## src/hdl/assert_macros.svh

```systemverilog
// Assertion macros for the closest-point datapath modules (used by cps_back).
// No dependencies; included by the files that carry assertions.
`ifndef ASSERT_MACROS_SVH
`define ASSERT_MACROS_SVH

// ante true at one edge implies cons at the next edge
`define ASSERT_NEXT(label, clk, rst_n, ante, cons) \
    label: assert property (@(posedge clk) disable iff (!rst_n) (ante) |=> (cons)) \
        else $error("assertion failed");

// ante true implies cons at the same edge
`define ASSERT_SAME(label, clk, rst_n, ante, cons) \
    label: assert property (@(posedge clk) disable iff (!rst_n) (ante) |-> (cons)) \
        else $error("assertion failed");

`endif

```

## src/hdl/cps_pkg.sv

```systemverilog
// Shared constants, region codes and width helpers for the closest-point core.
// No dependencies.
package cps_pkg;

    localparam int COORD_BITS_DEF    = 24;
    localparam int DIR_FRAC_BITS_DEF = 14;
    localparam int DIR_BITS          = 16;
    localparam int HALF_BITS         = 20;
    localparam int REGION_BITS       = 2;

    typedef enum logic [REGION_BITS-1:0] {
        REG_START    = 2'd0,
        REG_INTERIOR = 2'd1,
        REG_END      = 2'd2
    } t_region;

    // rounded h*dir, Q.8
    function automatic int hd_width(input int fb);
        return HALF_BITS + 1 + DIR_BITS - fb;
    endfunction

    // v = point - centre + hd
    function automatic int v_width(input int cb, input int fb);
        int a;
        int b;
        a = cb + 1;
        b = hd_width(fb);
        return ((a > b) ? a : b) + 1;
    endfunction

    // projection t restricted to the interior range [0, 2h << fb]
    function automatic int ti_width(input int fb);
        return HALF_BITS + 1 + fb;
    endfunction

endpackage

```

## src/hdl/cps_proj.sv

```systemverilog
// Middle two stages: per-axis v*dir products, then the dot product and region test.
// Depends on cps_pkg.
module cps_proj #(
    parameter int  COORD_BITS    = cps_pkg::COORD_BITS_DEF,
    parameter int  DIR_FRAC_BITS = cps_pkg::DIR_FRAC_BITS_DEF,
    localparam int DB            = cps_pkg::DIR_BITS,
    localparam int HB            = cps_pkg::HALF_BITS,
    localparam int HD_W          = cps_pkg::hd_width(DIR_FRAC_BITS),
    localparam int V_W           = cps_pkg::v_width(COORD_BITS, DIR_FRAC_BITS),
    localparam int TI_W          = cps_pkg::ti_width(DIR_FRAC_BITS)
) (
    input  logic                   i_clk,
    input  logic                   i_rst_n,
    input  logic                   i_valid,
    output logic                   o_ready,
    input  logic [2:0][V_W-1:0]    i_v,
    input  logic [2:0][HD_W-1:0]   i_hd,
    input  logic [2:0][DB-1:0]     i_d,
    input  logic [HB-1:0]          i_h,
    output logic                   o_valid,
    input  logic                   i_ready,
    output logic [2:0][V_W-1:0]    o_v,
    output logic [2:0][HD_W-1:0]   o_hd,
    output logic [2:0][DB-1:0]     o_d,
    output logic [TI_W-1:0]        o_ti,
    output cps_pkg::t_region       o_region
);

    localparam int VD_W  = V_W + DB;
    localparam int T_W   = VD_W + 2;
    localparam int LIM_W = TI_W + 1;
    localparam int CMP_W = (T_W > LIM_W) ? T_W : LIM_W;

    logic                    r_vld3, r_vld4;
    logic                    en3, en4;
    logic signed [V_W-1:0]   v_in [3];
    logic signed [DB-1:0]    d_in [3];
    logic signed [VD_W-1:0]  n_vd [3];
    logic signed [VD_W-1:0]  r_vd [3];
    logic [2:0][V_W-1:0]     r_v3;
    logic [2:0][HD_W-1:0]    r_hd3;
    logic [2:0][DB-1:0]      r_d3;
    logic [HB-1:0]           r_h3;

    logic signed [T_W-1:0]   t;
    logic signed [CMP_W-1:0] t_ext;
    logic [TI_W-1:0]         lim;
    logic signed [CMP_W-1:0] lim_ext;
    cps_pkg::t_region        n_region;
    logic [TI_W-1:0]         n_ti;

    logic [2:0][V_W-1:0]     r_v4;
    logic [2:0][HD_W-1:0]    r_hd4;
    logic [2:0][DB-1:0]      r_d4;
    logic [TI_W-1:0]         r_ti;
    cps_pkg::t_region        r_region;

    assign en4      = !r_vld4 || i_ready;
    assign en3      = !r_vld3 || en4;
    assign o_ready  = en3;
    assign o_valid  = r_vld4;
    assign o_v      = r_v4;
    assign o_hd     = r_hd4;
    assign o_d      = r_d4;
    assign o_ti     = r_ti;
    assign o_region = r_region;

    always_comb begin
        for (int i = 0; i < 3; i++) begin
            v_in[i] = $signed(i_v[i]);
            d_in[i] = $signed(i_d[i]);
            n_vd[i] = v_in[i] * d_in[i];
        end
    end

    // t in Q.(8+F); interior only when 0 <= t <= 2h << F
    always_comb begin
        t       = T_W'(r_vd[0]) + T_W'(r_vd[1]) + T_W'(r_vd[2]);
        t_ext   = CMP_W'(t);
        lim     = {r_h3, (DIR_FRAC_BITS + 1)'(0)};
        lim_ext = $signed(CMP_W'(lim));
        if (t_ext[CMP_W-1]) begin
            n_region = cps_pkg::REG_START;
        end else if (t_ext > lim_ext) begin
            n_region = cps_pkg::REG_END;
        end else begin
            n_region = cps_pkg::REG_INTERIOR;
        end
        n_ti = t_ext[TI_W-1:0];
    end

    always_ff @(posedge i_clk) begin
        if (!i_rst_n) begin
            r_vld3 <= 1'b0;
            r_vld4 <= 1'b0;
        end else begin
            if (en3) r_vld3 <= i_valid;
            if (en4) r_vld4 <= r_vld3;
        end
    end

    always_ff @(posedge i_clk) begin
        if (en3) begin
            r_vd  <= n_vd;
            r_v3  <= i_v;
            r_hd3 <= i_hd;
            r_d3  <= i_d;
            r_h3  <= i_h;
        end
        if (en4) begin
            r_v4     <= r_v3;
            r_hd4    <= r_hd3;
            r_d4     <= r_d3;
            r_ti     <= n_ti;
            r_region <= n_region;
        end
    end

endmodule

```

## config.mk

```make
export PLATFORM = sky130hd
export DESIGN_NAME = cps_proj
export DESIGN_NICKNAME = d
export VERILOG_FILES = /design/src/hdl/assert_macros.svh /design/src/hdl/cps_pkg.sv /design/src/hdl/cps_proj.sv
export SDC_FILE = /design/constraint.sdc
export NUM_CORES = 2
export LEC_CHECK = 0
export BUFFER_PORTS_ARGS = -buffer_cell sky130_fd_sc_hd__buf_2
export CAP_MARGIN = 20
export CORE_UTILIZATION = 29
export CTS_CLUSTER_DIAMETER = 120
export DETAILED_ROUTE_END_ITERATION = 8
export PLACE_DENSITY = 0.53
export SYNTH_ARGS = -nofsm -noshare
export SYNTH_HDL_FRONTEND = slang
export SYNTH_SLANG_ARGS = --single-unit
```

## constraint.sdc

```tcl
create_clock -name i_clk -period 16.8 [get_ports i_clk]
set_clock_uncertainty 0.15 [all_clocks]
set_input_delay 3.36 -clock i_clk [delete_from_list [all_inputs] [get_ports i_clk]]
set_output_delay 3.36 -clock i_clk [all_outputs]
set_load 0.05 [all_outputs]
```

* Word-level counts from Yosys, hierarchy flattened *
Index checks and enable logic that the tools add are counted.

word-level totals
  flip-flop bits (word level) = 575
  bits in latches = 0
  memory bits (writable) = 0
  ROM bits = 0
  bits of input ports = 219
  output and inout port bits = 234
  memories kept = 0

operators by class
  add/subtract/negate cells = 2
  multipliers = 3
  divide/modulo/power cells = 0
  $lt $le $gt $ge = 1
  equality and inequality tests = 0
  shifts and indexed selects = 0
  mux-type cells = 1
  bitwise operators = 0
  reduce and logical (&&, ||, !) cells = 4

operator list
  cell                                      number
  multiplier 26 x 16 -> 42 bit              3
  adder 43 x 42 -> 44 bit                   1
  greater-than comparator 44 x 36 -> 1 bit  1
  adder 42 x 42 -> 43 bit                   1
  logical NOT 1 bit                         2
  logical OR 1 bit                          2
  two-way mux 2 bit                         1

* Depth between registers and ports, before layout *
  depth in word-level cells = 4
  mapped depth = 26

* Least setup slack after synthesis *
Ideal clock, no wire load.

  path type = input to output
  start point = input port i_ready
  end point = output port o_ready
  arrival time = 10.857 ns
  slack = 2.433 ns
  stages = 2
  buffers on the path = 0
  cell sequence = nor2b_1 nand2_1

between the ends
  cells in the longest elaborated chain, start to end = 2

ends and longest elaborated chain
  what                line            source
  start: declaration  cps_proj.sv:21  input logic i_ready,
  logical OR 1 bit    cps_proj.sv:58  assign en4 = !r_vld4 || i_ready;
  logical OR 1 bit    cps_proj.sv:59  assign en3 = !r_vld3 || en4;
  end: declaration    cps_proj.sv:15  output logic o_ready,

No other way between the ends.

==> metrics.md <==
| Metric | Value |
|---|---|
| Status | finished, final reports clean |
| Area delta synth->final | 12.0% |
| Pins Over Slew Limit | 0 |
| Die H | around 480 um |
| Detailed-route wire length per cell | about 18 um |
| Synth Flop Type | edfxtp_1 |
| Post-DP HPWL | 138,000 um |
| Period Utilization, post-route | 60.8% |
| DR DRC count | 0 |
| Crit path max fanout | 22 |
| FF-to-FF End | o_region[1]$_SDFFCE_PN0P_ |
| Flops & latches, synth | between 500 and 600 |
| Min-delay src | r_v3[9]$_DFFE_PP_ |
| Initial Util | 29.2% |
| Row count | around 170 |
| Initial antenna violation count | 14 |
| Average cell area after synthesis | roughly 11 um^2 |
| CP Capture Type | flip-flop |
| Worst-margin pin slew | roughly 1.1 ns |
| Hold_buf cts | 0 |
| Fin crit period | 10.21 ns |
| Initial DRC Count | approximately 2,300 |
| Hold Violations, Final | 0 |
| Critical Setup Path Class | primary input to flip-flop |
| Max Fclk | slightly below 0.1 GHz |
| Asr flop ratio synth | 0% |
| GR Util All Layers | between 10% and 20% |
| Largest net degree at the start of global routing | 92 |
| Postcts setup bufs | 0 |
| Relative slew slack | a little over a quarter |
| FF-to-FF path depth | 20 |
| Vias in the first global route | approximately 46,000 |
| RSZ-0062 raised after global routing | no |
| CTS tree | built |
| Root buffer cell | clkbuf_16 |
| CTS clk-pin slew, worst paths | 0.06 ns |
| Setup_tns | 0 ns |
| Vias | roughly 42,000 |
| Ratio of cells with drive above 1 in the final layout | under 10% |
| Die X | roughly 480 um |
| R2R setup slack | 7.94 ns |
| Clk Latency, worst-skew pair | about 0.7 ns |
| Synth cell types | 75 |
| Setup violators final | 0 |
| Critical Path RT | about 17 ns |
| Worst R2R Start | r_vd[85]$_DFFE_PP_ |
| Die Area | around 230,000 um^2 |
| Vias/cell | roughly 4.5 |
| Number of flops mapped to enable cells by yosys | approximately 570 |
| Global-route wire length before repair | 271,000 um |
| Core area | ~220,000 um^2 |
| Max Cap Violations | 0 |
| Critical Path Start Type | primary input |
| CTS buffer count | 73 |
| Mapped cell area | approximately 65,000 um^2 |
| GRT Residual Overflow | 0 |
| Hold Crit Class | flip-flop to flip-flop |
| First drt pass iteration count | 5 |
| Cell type with the largest total area after synthesis | fa_1 |
| CTS Buffer Depth | 3 |
| Syn nets | between 7,000 and 8,000 |
| H-Tree Depth | 3 |
| Yosys warns | 0 |
| Total Wirelength | roughly 170,000 um |
| Worst Hold Path EP | o_v[9]$_DFFE_PP_ |
| Remaining antenna violation count | 0 |
| Final Wtd Congestion | 0.832 |
| Post-CTS Resized | 0 |
| IO Count | around 450 |
| Post-synth top area share | between 30 and 40% |
| Layout Nets | 8,209 |
| Hold Path Depth | 0 |
| Port buffer count | 452 |
| CTS Sinks | about 580 |
| Mapped Cells | 6,033 |
| Seq/Total Area, Yosys | a little over a quarter |
| CP Data Arrival Time | 10.52 ns |
| Largest cells by area after synthesis | fa_1, edfxtp_1, inv_1 |
## per-layer routing
| metal | global-route usage [%] | vias to the layer above | wire (um) |
|---|---|---|---|
| li1 | - | 19042 | - |
| met1 | 20.6 | 22172 | 75600 |
| met2 | 26.6 | 1024 | 84500 |
| met3 | 2.46 | 209 | 9040 |
| met4 | 4.56 | 0 | 4520 |
| met5 | 0 | - | 0 |
## cell usage after synthesis (all sizes together), types with 6 or more instances
cell type and number:
inv 1413, fa 1249, nand2 753, edfxtp 573, and2 507, ha 368
clkbuf 195, a21oi 147, nor2 136, xnor2 109, o21ai 97, a21o 67
xor2 49, nand2b 40, nand3 36, nor3 28, nor2b 23, a211oi 22
o21a 22, o21bai 22, nand4 17, o211ai 15, a31oi 14, and3 14
nor4 11, a211o 7, or4 7, a2111oi 6, a221oi 6, o31ai 6
## worst max-delay path, stage by stage
cell       delay (ns)
buf_2            0.14
inv_1            0.71
nor2_1           0.17
fa_1             0.55
fa_1             0.44
fa_1             0.53
fa_1             0.46
fa_1             0.50
inv_1            0.05
fa_1             0.48
inv_1            0.04
ha_1             0.35
a2111oi_0        0.44
o21ai_0          0.20
a221oi_1         0.48
and3_1           0.27
a21oi_1          0.11
o41ai_1          0.60
o211ai_1         0.24
o21a_1           0.21
nor2_1           0.11
xnor2_1          0.08
## kinds of logic after synthesis
family | share of synthesized area, %
adder cells (fa/ha/maj) | 45.5
flip-flops | 26.5
AND/OR/NAND/NOR | 11.8
multiplexers | 0.0788
buffers and inverters | 9.30
XOR/XNOR | 2.13
AO/OA/AOI/OAI | 4.70
## flip-flops by register name, summed over array words and instances, names as in the netlist, 35 cells and up
register,cells
o_ti,35
o_d,48
r_v3,78
o_v,78
r_d3,48
r_hd3,69
o_hd,69
r_vd,126
## placed cells by master (no fill, tap or decap), types with 22 or more instances in the layout
cell type / count
inv_1: 1412
fa_1: 1249
nand2_1: 752
edfxtp_1: 573
and2_1: 507
buf_2: 452
ha_1: 368
a21oi_1: 146
nor2_1: 136
xnor2_1: 109
o21ai_0: 93
clkbuf_16: 73
a21o_1: 66
xor2_1: 49
nand2b_1: 40
nand3_1: 36
nor3_1: 27
nor2b_1: 23
o21a_1: 22
o21bai_1: 22
## worst max-delay path by stage
stage                        from                   to  slack (ns)  depth (start not counted)
after floorplan           i_ready              o_ready        2.43                          2
after global placement    i_d[15]  r_vd[122]$_DFFE_PP_        6.08                         22
after detailed placement  i_d[15]  r_vd[122]$_DFFE_PP_        5.84                         22
after CTS                 i_d[15]  r_vd[122]$_DFFE_PP_        6.62                         22
after global routing      i_d[15]  r_vd[122]$_DFFE_PP_        6.09                         22
final                     i_d[15]  r_vd[122]$_DFFE_PP_        6.59                         22
## stage by stage
step	instance area [um^2]	hold slack [ns]	setup WS (ns)	utilization, %	instances
2_1_floorplan	65100	0.250	2.43	-	6033
3_3_place_gp	70500	0.250	6.08	31.6	9273
3_5_place_dp	70500	0.255	5.84	31.6	9273
4_1_cts	72900	0.257	6.62	32.7	9405
5_1_grt	72900	0.264	6.09	32.7	9405
6_report	72900	0.259	6.59	32.7	9406
## layout make-up
class	count	area, um^2
diodes	1	2.50
clock buffers	83	1860
clock inverters	49	592
fillers	22637	150000
inverters	1413	5310
multi-input cells	3846	41800
flip-flops and latches	575	17200
well taps	2975	3720
repair buffers	464	2360
Power is not shown: default switching activity piles up to over one toggle a cycle in this logic, so the estimate is an artifact.
