===== src/hdl/assert_macros.svh =====
// Assertion macros for the closest-point datapath modules (used by cps_back).
// No dependencies; included by the files that carry assertions.
`ifndef ASSERT_MACROS_SVH
`define ASSERT_MACROS_SVH

// ante true at one edge implies cons at the next edge
`define ASSERT_NEXT(label, clk, rst_n, ante, cons) \
    label: assert property (@(posedge clk) disable iff (!rst_n) (ante) |=> (cons)) \
        else $error("assertion failed");

// ante true implies cons at the same edge
`define ASSERT_SAME(label, clk, rst_n, ante, cons) \
    label: assert property (@(posedge clk) disable iff (!rst_n) (ante) |-> (cons)) \
        else $error("assertion failed");

`endif


===== src/hdl/cps_pkg.sv =====
// Shared constants, region codes and width helpers for the closest-point core.
// No dependencies.
package cps_pkg;

    localparam int COORD_BITS_DEF    = 24;
    localparam int DIR_FRAC_BITS_DEF = 14;
    localparam int DIR_BITS          = 16;
    localparam int HALF_BITS         = 20;
    localparam int REGION_BITS       = 2;

    typedef enum logic [REGION_BITS-1:0] {
        REG_START    = 2'd0,
        REG_INTERIOR = 2'd1,
        REG_END      = 2'd2
    } t_region;

    // rounded h*dir, Q.8
    function automatic int hd_width(input int fb);
        return HALF_BITS + 1 + DIR_BITS - fb;
    endfunction

    // v = point - centre + hd
    function automatic int v_width(input int cb, input int fb);
        int a;
        int b;
        a = cb + 1;
        b = hd_width(fb);
        return ((a > b) ? a : b) + 1;
    endfunction

    // projection t restricted to the interior range [0, 2h << fb]
    function automatic int ti_width(input int fb);
        return HALF_BITS + 1 + fb;
    endfunction

endpackage


===== src/hdl/cps_if.sv =====
// Valid/ready channel interfaces for the query and result streams.
// Depends on cps_pkg.
interface cps_in_if #(
    parameter int COORD_BITS = cps_pkg::COORD_BITS_DEF
) ();
    logic                                   valid;
    logic                                   ready;
    logic signed [COORD_BITS-1:0]           point_x;
    logic signed [COORD_BITS-1:0]           point_y;
    logic signed [COORD_BITS-1:0]           point_z;
    logic signed [COORD_BITS-1:0]           centre_x;
    logic signed [COORD_BITS-1:0]           centre_y;
    logic signed [COORD_BITS-1:0]           centre_z;
    logic signed [cps_pkg::DIR_BITS-1:0]    dir_x;
    logic signed [cps_pkg::DIR_BITS-1:0]    dir_y;
    logic signed [cps_pkg::DIR_BITS-1:0]    dir_z;
    logic        [cps_pkg::HALF_BITS-1:0]   half_length;

    modport source (
        output valid, point_x, point_y, point_z, centre_x, centre_y, centre_z,
               dir_x, dir_y, dir_z, half_length,
        input  ready
    );
    modport sink (
        input  valid, point_x, point_y, point_z, centre_x, centre_y, centre_z,
               dir_x, dir_y, dir_z, half_length,
        output ready
    );
endinterface



===== src/hdl/cps_front.sv =====
// Front two stages: point-centre difference and h*dir, then rounding to hd and v.
// Depends on cps_pkg and cps_in_if.
module cps_front #(
    parameter int  COORD_BITS    = cps_pkg::COORD_BITS_DEF,
    parameter int  DIR_FRAC_BITS = cps_pkg::DIR_FRAC_BITS_DEF,
    localparam int DB            = cps_pkg::DIR_BITS,
    localparam int HB            = cps_pkg::HALF_BITS,
    localparam int HD_W          = cps_pkg::hd_width(DIR_FRAC_BITS),
    localparam int V_W           = cps_pkg::v_width(COORD_BITS, DIR_FRAC_BITS)
) (
    input  logic                   i_clk,
    input  logic                   i_rst_n,
    cps_in_if.sink                 i_in,
    output logic                   o_valid,
    input  logic                   i_ready,
    output logic [2:0][V_W-1:0]    o_v,
    output logic [2:0][HD_W-1:0]   o_hd,
    output logic [2:0][DB-1:0]     o_d,
    output logic [HB-1:0]          o_h
);

    localparam int PC_W  = COORD_BITS + 1;
    localparam int HDP_W = HB + 1 + DB;
    localparam logic signed [HDP_W-1:0] HD_HALF = HDP_W'(1) << (DIR_FRAC_BITS - 1);

    logic signed [COORD_BITS-1:0] p [3];
    logic signed [COORD_BITS-1:0] c [3];
    logic signed [DB-1:0]         d [3];

    logic                    r_vld0, r_vld1;
    logic                    en0, en1;
    logic signed [PC_W-1:0]  r_pc  [3];
    logic signed [PC_W-1:0]  n_pc  [3];
    logic signed [HDP_W-1:0] r_hdp [3];
    logic signed [HDP_W-1:0] n_hdp [3];
    logic signed [DB-1:0]    r_d0  [3];
    logic [HB-1:0]           r_h0;

    logic signed [HDP_W-1:0] hs [3];
    logic signed [HDP_W-1:0] hf [3];
    logic signed [HD_W-1:0]  n_hd [3];
    logic signed [V_W-1:0]   n_v  [3];
    logic signed [HD_W-1:0]  r_hd [3];
    logic signed [V_W-1:0]   r_v  [3];
    logic signed [DB-1:0]    r_d1 [3];
    logic [HB-1:0]           r_h1;

    assign en1        = !r_vld1 || i_ready;
    assign en0        = !r_vld0 || en1;
    assign i_in.ready = en0;
    assign o_valid    = r_vld1;
    assign o_h        = r_h1;

    always_comb begin
        p[0] = i_in.point_x;
        p[1] = i_in.point_y;
        p[2] = i_in.point_z;
        c[0] = i_in.centre_x;
        c[1] = i_in.centre_y;
        c[2] = i_in.centre_z;
        d[0] = i_in.dir_x;
        d[1] = i_in.dir_y;
        d[2] = i_in.dir_z;
        for (int i = 0; i < 3; i++) begin
            n_pc[i]  = PC_W'(p[i]) - PC_W'(c[i]);
            n_hdp[i] = $signed({1'b0, i_in.half_length}) * d[i];
        end
    end

    // round half up: add half an LSB, arithmetic shift floors
    always_comb begin
        for (int i = 0; i < 3; i++) begin
            hs[i]   = r_hdp[i] + HD_HALF;
            hf[i]   = hs[i] >>> DIR_FRAC_BITS;
            n_hd[i] = hf[i][HD_W-1:0];
            n_v[i]  = V_W'(r_pc[i]) + V_W'(n_hd[i]);
        end
    end

    always_comb begin
        for (int i = 0; i < 3; i++) begin
            o_v[i]  = r_v[i];
            o_hd[i] = r_hd[i];
            o_d[i]  = r_d1[i];
        end
    end

    always_ff @(posedge i_clk) begin
        if (!i_rst_n) begin
            r_vld0 <= 1'b0;
            r_vld1 <= 1'b0;
        end else begin
            if (en0) r_vld0 <= i_in.valid;
            if (en1) r_vld1 <= r_vld0;
        end
    end

    always_ff @(posedge i_clk) begin
        if (en0) begin
            r_pc  <= n_pc;
            r_hdp <= n_hdp;
            r_d0  <= d;
            r_h0  <= i_in.half_length;
        end
        if (en1) begin
            r_v  <= n_v;
            r_hd <= n_hd;
            r_d1 <= r_d0;
            r_h1 <= r_h0;
        end
    end

endmodule


===== src/flat_wrapper.sv =====
// flat-port wrapper written by rule: the top's interface ports become plain ports
module cps_front_flat 
#(
    parameter int  COORD_BITS    = cps_pkg::COORD_BITS_DEF,
    parameter int  DIR_FRAC_BITS = cps_pkg::DIR_FRAC_BITS_DEF,
    localparam int DB            = cps_pkg::DIR_BITS,
    localparam int HB            = cps_pkg::HALF_BITS,
    localparam int HD_W          = cps_pkg::hd_width(DIR_FRAC_BITS),
    localparam int V_W           = cps_pkg::v_width(COORD_BITS, DIR_FRAC_BITS)
)
  (i_clk, i_rst_n, o_valid, i_ready, o_v, o_hd, o_d, o_h, i_in_valid, i_in_point_x, i_in_point_y, i_in_point_z, i_in_centre_x, i_in_centre_y, i_in_centre_z, i_in_dir_x, i_in_dir_y, i_in_dir_z, i_in_half_length, i_in_ready);
  cps_in_if #(.COORD_BITS(COORD_BITS)) i_in_i ();
  input  logic i_clk;
  input  logic i_rst_n;
  output logic o_valid;
  input  logic i_ready;
  output logic [2:0][V_W-1:0] o_v;
  output logic [2:0][HD_W-1:0] o_hd;
  output logic [2:0][DB-1:0] o_d;
  output logic [HB-1:0] o_h;
  input wire logic [$bits(i_in_i.valid)-1:0] i_in_valid;
  input wire logic [$bits(i_in_i.point_x)-1:0] i_in_point_x;
  input wire logic [$bits(i_in_i.point_y)-1:0] i_in_point_y;
  input wire logic [$bits(i_in_i.point_z)-1:0] i_in_point_z;
  input wire logic [$bits(i_in_i.centre_x)-1:0] i_in_centre_x;
  input wire logic [$bits(i_in_i.centre_y)-1:0] i_in_centre_y;
  input wire logic [$bits(i_in_i.centre_z)-1:0] i_in_centre_z;
  input wire logic [$bits(i_in_i.dir_x)-1:0] i_in_dir_x;
  input wire logic [$bits(i_in_i.dir_y)-1:0] i_in_dir_y;
  input wire logic [$bits(i_in_i.dir_z)-1:0] i_in_dir_z;
  input wire logic [$bits(i_in_i.half_length)-1:0] i_in_half_length;
  output wire logic [$bits(i_in_i.ready)-1:0] i_in_ready;
  assign i_in_i.valid = i_in_valid;
  assign i_in_i.point_x = i_in_point_x;
  assign i_in_i.point_y = i_in_point_y;
  assign i_in_i.point_z = i_in_point_z;
  assign i_in_i.centre_x = i_in_centre_x;
  assign i_in_i.centre_y = i_in_centre_y;
  assign i_in_i.centre_z = i_in_centre_z;
  assign i_in_i.dir_x = i_in_dir_x;
  assign i_in_i.dir_y = i_in_dir_y;
  assign i_in_i.dir_z = i_in_dir_z;
  assign i_in_i.half_length = i_in_half_length;
  assign i_in_ready = i_in_i.ready;
  cps_front #(.COORD_BITS(COORD_BITS), .DIR_FRAC_BITS(DIR_FRAC_BITS)) u_core (.i_clk(i_clk), .i_rst_n(i_rst_n), .i_in(i_in_i), .o_valid(o_valid), .i_ready(i_ready), .o_v(o_v), .o_hd(o_hd), .o_d(o_d), .o_h(o_h));
endmodule

===== config.mk =====
export PLATFORM = sky130hd
export DESIGN_NAME = cps_front_flat
export DESIGN_NICKNAME = d
export VERILOG_FILES = /design/src/hdl/assert_macros.svh /design/src/hdl/cps_pkg.sv /design/src/hdl/cps_if.sv /design/src/hdl/cps_front.sv /design/src/flat_wrapper.sv
export SDC_FILE = /design/constraint.sdc
export NUM_CORES = 2
export LEC_CHECK = 0
export ABC_AREA = 1
export BUFFER_PORTS_ARGS = -buffer_cell sky130_fd_sc_hd__clkbuf_2
export CAP_MARGIN = 30
export CORE_MARGIN = 2
export CORE_UTILIZATION = 60
export DETAILED_ROUTE_END_ITERATION = 6
export PLACE_DENSITY = 0.81
export SLEW_MARGIN = 10
export SYNTH_ARGS = -nofsm -noshare
export SYNTH_HDL_FRONTEND = slang
export SYNTH_SLANG_ARGS = --single-unit

===== constraint.sdc =====
create_clock -name i_clk -period 8.75 [get_ports i_clk]
set_input_delay 0.875 -clock i_clk [delete_from_list [all_inputs] [get_ports i_clk]]
set_output_delay 0.875 -clock i_clk [all_outputs]
set_load 0.02 [all_outputs]

**Word-level counts from Yosys, hierarchy flattened**

Cells that the tools add are included.
W data, S select, Z words.

- Add/sub/neg operators: 9
- Multiply operators: 3
- Div/mod/pow operators: 0
- $lt $le $gt $ge: 0
- Equal/unequal tests: 0
- Shift operators: 0
- Muxes and demuxes: 0
- Bitwise logic cells: 0
- Reduce and logical (&&, ||, !) cells: 4

Operators by type and width:

| operator | count |
|---|---|
| $add A37 B15 Y37 const B | 3 |
| $mul A21 B16 Y37 | 3 |
| $add A25 B23 Y26 | 3 |
| $sub A24 B24 Y25 | 3 |
| $logic_not A1 Y1 | 2 |
| $logic_or A1 B1 Y1 | 2 |

- Register bits: 471
- Bits in latches: 0
- Memory bits (writable): 0
- ROM bits: 0
- Input bits: 216
- Logic and storage cells: 38
- Memories kept: 0

**Longest topological paths before layout**

- Depth after elaboration: 3
- Depth in mapped cells: 27

**Worst setup path after synthesis**

Ideal clock, no wire load.

- Kind: input port to flip-flop
- Start point: input port i_ready
- End point: register u_core.r_d0[0] (netlist bit), enable pin
- Arrival time: 5860 ps
- Data required time: 6461 ps
- Slack: 601 ps
- Stages: 2
- Buffers on the path: 0
- Path through: inv_1 nand3_1

- Word-level cells in the longest chain between the ends: 2

RTL lines:

| what | line | text |
|---|---|---|
| start, declared | flat_wrapper.sv:16 | `input logic i_ready;` |
| $logic_or A1 B1 Y1 | cps_front.sv:48 | `assign en1 = !r_vld1 \|\| i_ready;` |
| $logic_or A1 B1 Y1 | cps_front.sv:49 | `assign en0 = !r_vld0 \|\| en1;` |
| named net i_in_ready | flat_wrapper.sv:32 | `output wire logic [$bits(i_in_i.ready)-1:0] i_in_ready;` |
| end signal, assigned | cps_front.sv:102 | `r_d0 <= d;` |
| end, declared | cps_front.sv:36 | `logic signed [DB-1:0] r_d0 [3];` |

The timed path passes the listed nets, and every way through them passes these cells.
A chain may end at the register's enable or synchronous reset.

==> impl_results.html <==
<table>
<tr><th>Metric</th><th>Value</th></tr>
<tr><th colspan="2">Run status</th></tr>
<tr><td>Outcome</td><td>finished clean</td></tr>
<tr><th colspan="2">Setup path</th></tr>
<tr><td>Worst EP required</td><td>9.13 ns</td></tr>
<tr><td>Class of the most critical setup path</td><td>input pin to flip-flop</td></tr>
<tr><td>Category of the worst setup path launch point</td><td>input pin</td></tr>
<tr><td>Delay of the slowest cell on the worst path</td><td>0.73 ns</td></tr>
<tr><td>CP endpoint kind</td><td>flip-flop</td></tr>
<tr><td>Data arrival time at the worst-slack endpoint</td><td>6.95 ns</td></tr>
<tr><td>Critical Path, Cell by Cell</td><td>clkbuf_2 &gt; buf_4 &gt; nand2_1 &gt; fa_1 &gt; inv_1 &gt; fa_1 &gt; inv_1 &gt; fa_1 &gt; inv_1 &gt; fa_1 &gt; inv_1 &gt; fa_1 &gt; inv_1 &gt; fa_1 &gt; ha_1 &gt; nand2_1 &gt; nor2_1 &gt; nand2_1 &gt; nor4_1 &gt; nand2_1 &gt; nand3_1 &gt; nand2_1 &gt; nand3b_1 &gt; nand2_1</td></tr>
<tr><td>Maximum fanout encountered on the critical timing path</td><td>35</td></tr>
<tr><td>Slowest cell on the critical path</td><td>sky130_fd_sc_hd__clkbuf_2</td></tr>
<tr><th colspan="2">Global routing</th></tr>
<tr><td>Total track usage</td><td>32.7%</td></tr>
<tr><td>GR met1 Demand/Resource</td><td>approximately 43%</td></tr>
<tr><td>Pin count of the biggest net entering global routing</td><td>between 100 and 150</td></tr>
<tr><td>First-pass GRT wire length</td><td>245000 um</td></tr>
<tr><td>Peak-usage layer in the global routing report</td><td>met2</td></tr>
<tr><td>Grt ovf</td><td>0</td></tr>
<tr><td>Global-route track usage on met2</td><td>54.4%</td></tr>
<tr><td>Initial antenna violation count</td><td>6</td></tr>
<tr><td>Met3 Usage GRT</td><td>5.65%</td></tr>
<tr><td>Vias in the first global route</td><td>about 47000</td></tr>
<tr><th colspan="2">Placed design</th></tr>
<tr><td>Cell area reported after detailed placement</td><td>0.0597 sq mm</td></tr>
<tr><td>Number of input and output port buffers inserted</td><td>432</td></tr>
<tr><td>Final GP Congestion</td><td>0.949</td></tr>
<tr><td>Detailed placement HPWL</td><td>123000 um</td></tr>
<tr><td>Cell total after placement</td><td>8242</td></tr>
<tr><th colspan="2">Logic synthesis</th></tr>
<tr><td>Fraction of the mapped netlist area in compound gates</td><td>5.66%</td></tr>
<tr><td>Share of flip-flops with an asynchronous set or reset</td><td>0%</td></tr>
<tr><td>Library cell with the largest summed area after synthesis</td><td>sky130_fd_sc_hd__fa_1</td></tr>
<tr><td>Number of enable flip-flop cells after synthesis</td><td>between 400 and 500</td></tr>
<tr><td>Combinational family with the most area after synthesis</td><td>adder cells</td></tr>
<tr><td>Commonest register cell after synthesis</td><td>sky130_fd_sc_hd__edfxtp_1</td></tr>
<tr><td>Basic-gate share of the synthesized area counting and, or, nand and nor cells</td><td>16.2%</td></tr>
<tr><td>Post-synthesis register bit count</td><td>432</td></tr>
<tr><td>Netlist Area Pre-Place</td><td>~0.056 sq mm</td></tr>
<tr><td>Mux cell area share after synthesis</td><td>0%</td></tr>
<tr><td>Share of the synthesized netlist area taken by xor and xnor gates</td><td>3.51%</td></tr>
<tr><td>Synthesized net count</td><td>just over 8000</td></tr>
<tr><td>Fraction of the mapped netlist area in adder cells</td><td>between 30 and 40%</td></tr>
<tr><td>Yosys cell types</td><td>50</td></tr>
<tr><td>Warnings, synthesis</td><td>0</td></tr>
<tr><td>Cell with the most instances after synthesis</td><td>sky130_fd_sc_hd__inv_1</td></tr>
<tr><td>Post-Syn Instances</td><td>6715</td></tr>
<tr><td>Top post-synthesis cells by area</td><td>sky130_fd_sc_hd__fa_1 (27%), sky130_fd_sc_hd__edfxtp_1 (23%), sky130_fd_sc_hd__ha_1 (12%)</td></tr>
<tr><td>Mean cell area of the mapped netlist</td><td>8.39 sq um</td></tr>
<tr><td>Area share of the largest cell type after synthesis</td><td>26.8%</td></tr>
<tr><td>Most frequent cells after synthesis</td><td>sky130_fd_sc_hd__inv_1 (1763), sky130_fd_sc_hd__nand2_1 (1648), sky130_fd_sc_hd__fa_1 (753), sky130_fd_sc_hd__ha_1 (531), sky130_fd_sc_hd__edfxtp_1 (430)</td></tr>
<tr><td>Register area share after synthesis</td><td>23.0%</td></tr>
<tr><th colspan="2">CTS</th></tr>
<tr><td>Post-cts gate resize count</td><td>0</td></tr>
<tr><td>Clock transition at the registers of the reported paths</td><td>0.06 ns</td></tr>
<tr><td>H-tree level count</td><td>2</td></tr>
<tr><td>Clk buf depth</td><td>3</td></tr>
<tr><td>Clock tree root buffer cell</td><td>sky130_fd_sc_hd__clkbuf_16</td></tr>
<tr><td>Total number of clock tree sinks</td><td>432</td></tr>
<tr><td>Clk_lat worst skew</td><td>0.67 ns</td></tr>
<tr><td>Number of buffers inserted by post-CTS setup repair</td><td>0</td></tr>
<tr><td>Clock tree from TritonCTS</td><td>done</td></tr>
<tr><td>Post-CTS Hold Buffers</td><td>0</td></tr>
<tr><td>Number of CTS-inserted buffers</td><td>47</td></tr>
<tr><th colspan="2">Route</th></tr>
<tr><td>Number of antenna-violating nets in the routed design</td><td>0</td></tr>
<tr><td>Number of remaining DRC errors</td><td>0</td></tr>
<tr><td>Number of vias in the routed layout</td><td>45400</td></tr>
<tr><td>Routed wire per std cell</td><td>18.5 um</td></tr>
<tr><td>Count of routing violations after the opening detailed-route iteration</td><td>between 4000 and 5000</td></tr>
<tr><td>Total Routed Length</td><td>154000 um</td></tr>
<tr><td>Number of search-and-repair iterations in the first detailed-routing pass</td><td>6</td></tr>
<tr><td>Via count normalized by instance count</td><td>about 5.4</td></tr>
<tr><th colspan="2">Flow run</th></tr>
<tr><td>Max-capacitance violation count</td><td>0</td></tr>
<tr><th colspan="2">Floorplanning</th></tr>
<tr><td>Die ar.</td><td>0.0964 sq mm</td></tr>
<tr><td>Y dimension of the die</td><td>between 300 and 400 um</td></tr>
<tr><td>Number of placement rows</td><td>~110</td></tr>
<tr><td>Horiz. Die Dim</td><td>310 um</td></tr>
<tr><td>Placeable core region</td><td>0.0932 sq mm</td></tr>
<tr><td>Ports placed on the boundary</td><td>433</td></tr>
<tr><td>Starting density of the core</td><td>60.5%</td></tr>
<tr><th colspan="2">Timing</th></tr>
<tr><td>Actual slew at the worst max-slew pin</td><td>1.03 ns</td></tr>
<tr><td>Maximum clock frequency</td><td>152 MHz</td></tr>
<tr><td>Worst Skew</td><td>0.0477 ns</td></tr>
<tr><td>Post-route setup TNS</td><td>0 ns</td></tr>
<tr><td>Number of max-slew violations in the final report</td><td>0</td></tr>
<tr><td>Setup repair after global routing missed its margin</td><td>false</td></tr>
<tr><td>Remaining max-slew budget at the tightest pin</td><td>between 30% and 40%</td></tr>
<tr><td>Number of hold violations in the final report</td><td>0</td></tr>
<tr><td>Final period demand of the worst path</td><td>6.57 ns</td></tr>
<tr><td>Setup violation total in the final timing report</td><td>0</td></tr>
<tr><td>Final worst-path cycle share</td><td>~75%</td></tr>
<tr><th colspan="2">Finish</th></tr>
<tr><td>Total area of multi-input combinational cells</td><td>0.0360 sq mm</td></tr>
<tr><td>Design Area, Final</td><td>0.0612 sq mm</td></tr>
<tr><td>Share of post-route cells with drive strength above 1</td><td>roughly 8.4%</td></tr>
<tr><td>Number of fill cells in the layout</td><td>7558</td></tr>
<tr><td>Post-layout nets</td><td>8538</td></tr>
<tr><td>Area added between synthesis and finish</td><td>8.66%</td></tr>
<tr><td>Filler-free cell count of the finished design</td><td>8335</td></tr>
<tr><td>Storage cell area</td><td>0.0130 sq mm</td></tr>
<tr><th colspan="2">Hold path</th></tr>
<tr><td>Class of the worst hold path</td><td>flip-flop to flip-flop</td></tr>
</table>
## flip-flops by register name, indices dropped and copies added, names as in the netlist
name,flops
u_core.r_d0,48
u_core.r_vld0,1
u_core.o_v,78
u_core.o_valid,1
u_core.o_d,48
u_core.r_hdp,72
u_core.o_hd,69
u_core.o_h,20
u_core.r_h0,20
u_core.r_pc,75
## area by class of cell
class / count / area share [%]
multi-input cells: 4324 / 58.9
diodes: 4 / 0.0164
clock inverters: 32 / 0.491
flip-flops and latches: 432 / 21.2
inverters: 1763 / 10.8
well taps: 1254 / 2.56
clock buffers: 56 / 1.98
repair buffers: 470 / 4.12
## metrics by stage
stage	worst slack [ns]	util [%]	hold slack, ns
detailed placement	1.64	64.0	0.405
global route	1.96	65.7	0.421
CTS	2.28	65.6	0.388
global placement	1.67	64.0	0.401
finish	2.18	65.7	0.417
floorplan	0.601	-	0.400
## cell families (layout without fill, tap and decap cells)
kind of cell    count (synthesis)  count (layout)
other cells                     0               4
fa+ha+maj                    1284            1284
xor+xnor                      226             226
simple gates                 2257            2257
compound gates                557             557
flops                         432             432
buf+inv                      1959            2321
## final timing paths
kind                                     startpoint               end  slack (ns)  cells after the start
worst min-delay path                u_core.r_h0[19]    u_core.o_h[19]        0.42                      0
worst max register to register     u_core.r_hdp[14]    u_core.o_v[74]        5.15                     14
worst max-delay path            i_in_half_length[5]  u_core.r_hdp[36]        2.18                     24
worst min register to register      u_core.r_h0[19]    u_core.o_h[19]        0.42                      0
## placed cells by master, fill, tap and decap left out, drive strengths merged, types with 3 or more instances in the layout
cell type  netlist  final
edfxtp         430    430
nand3b          14     14
a211oi          17     17
a21oi          266    266
nand4           37     37
bufinv           0      3
diode            0      4
o21bai          27     27
o311ai           4      4
a21boi          18     18
o21ai          147    147
fa             753    753
a31oi           14     14
inv           1763   1764
nor2           321    321
clkbuf         145    488
o211a            3      3
and3             3      3
o21a            13     13
xnor2           76     76
ha             531    531
nor4             8      8
o211ai           5      5
xor2           150    150
o22ai            3      3
buf             51     38
clkinv           0     26
nor3            63     63
and2             6      6
nand3          148    148
a21o            28     28
o2111ai          6      6
nand2         1655   1655
## worst max-delay path, delay by kind of cell
kind	cells	cell delay, ns
adder cells (fa/ha/maj)	7	3.35
buffers and inverters	7	1.40
AND/OR/NAND/NOR	10	1.30
## layer usage
layer / wire, um / up-vias
met2: 73200 / 2052
li1: - / 20900
met5: 35 / -
met4: 6650 / 6
met3: 12900 / 448
met1: 61200 / 22000
Power is not shown: default switching activity piles up to over one toggle a cycle in this logic, so the estimate is an artifact.
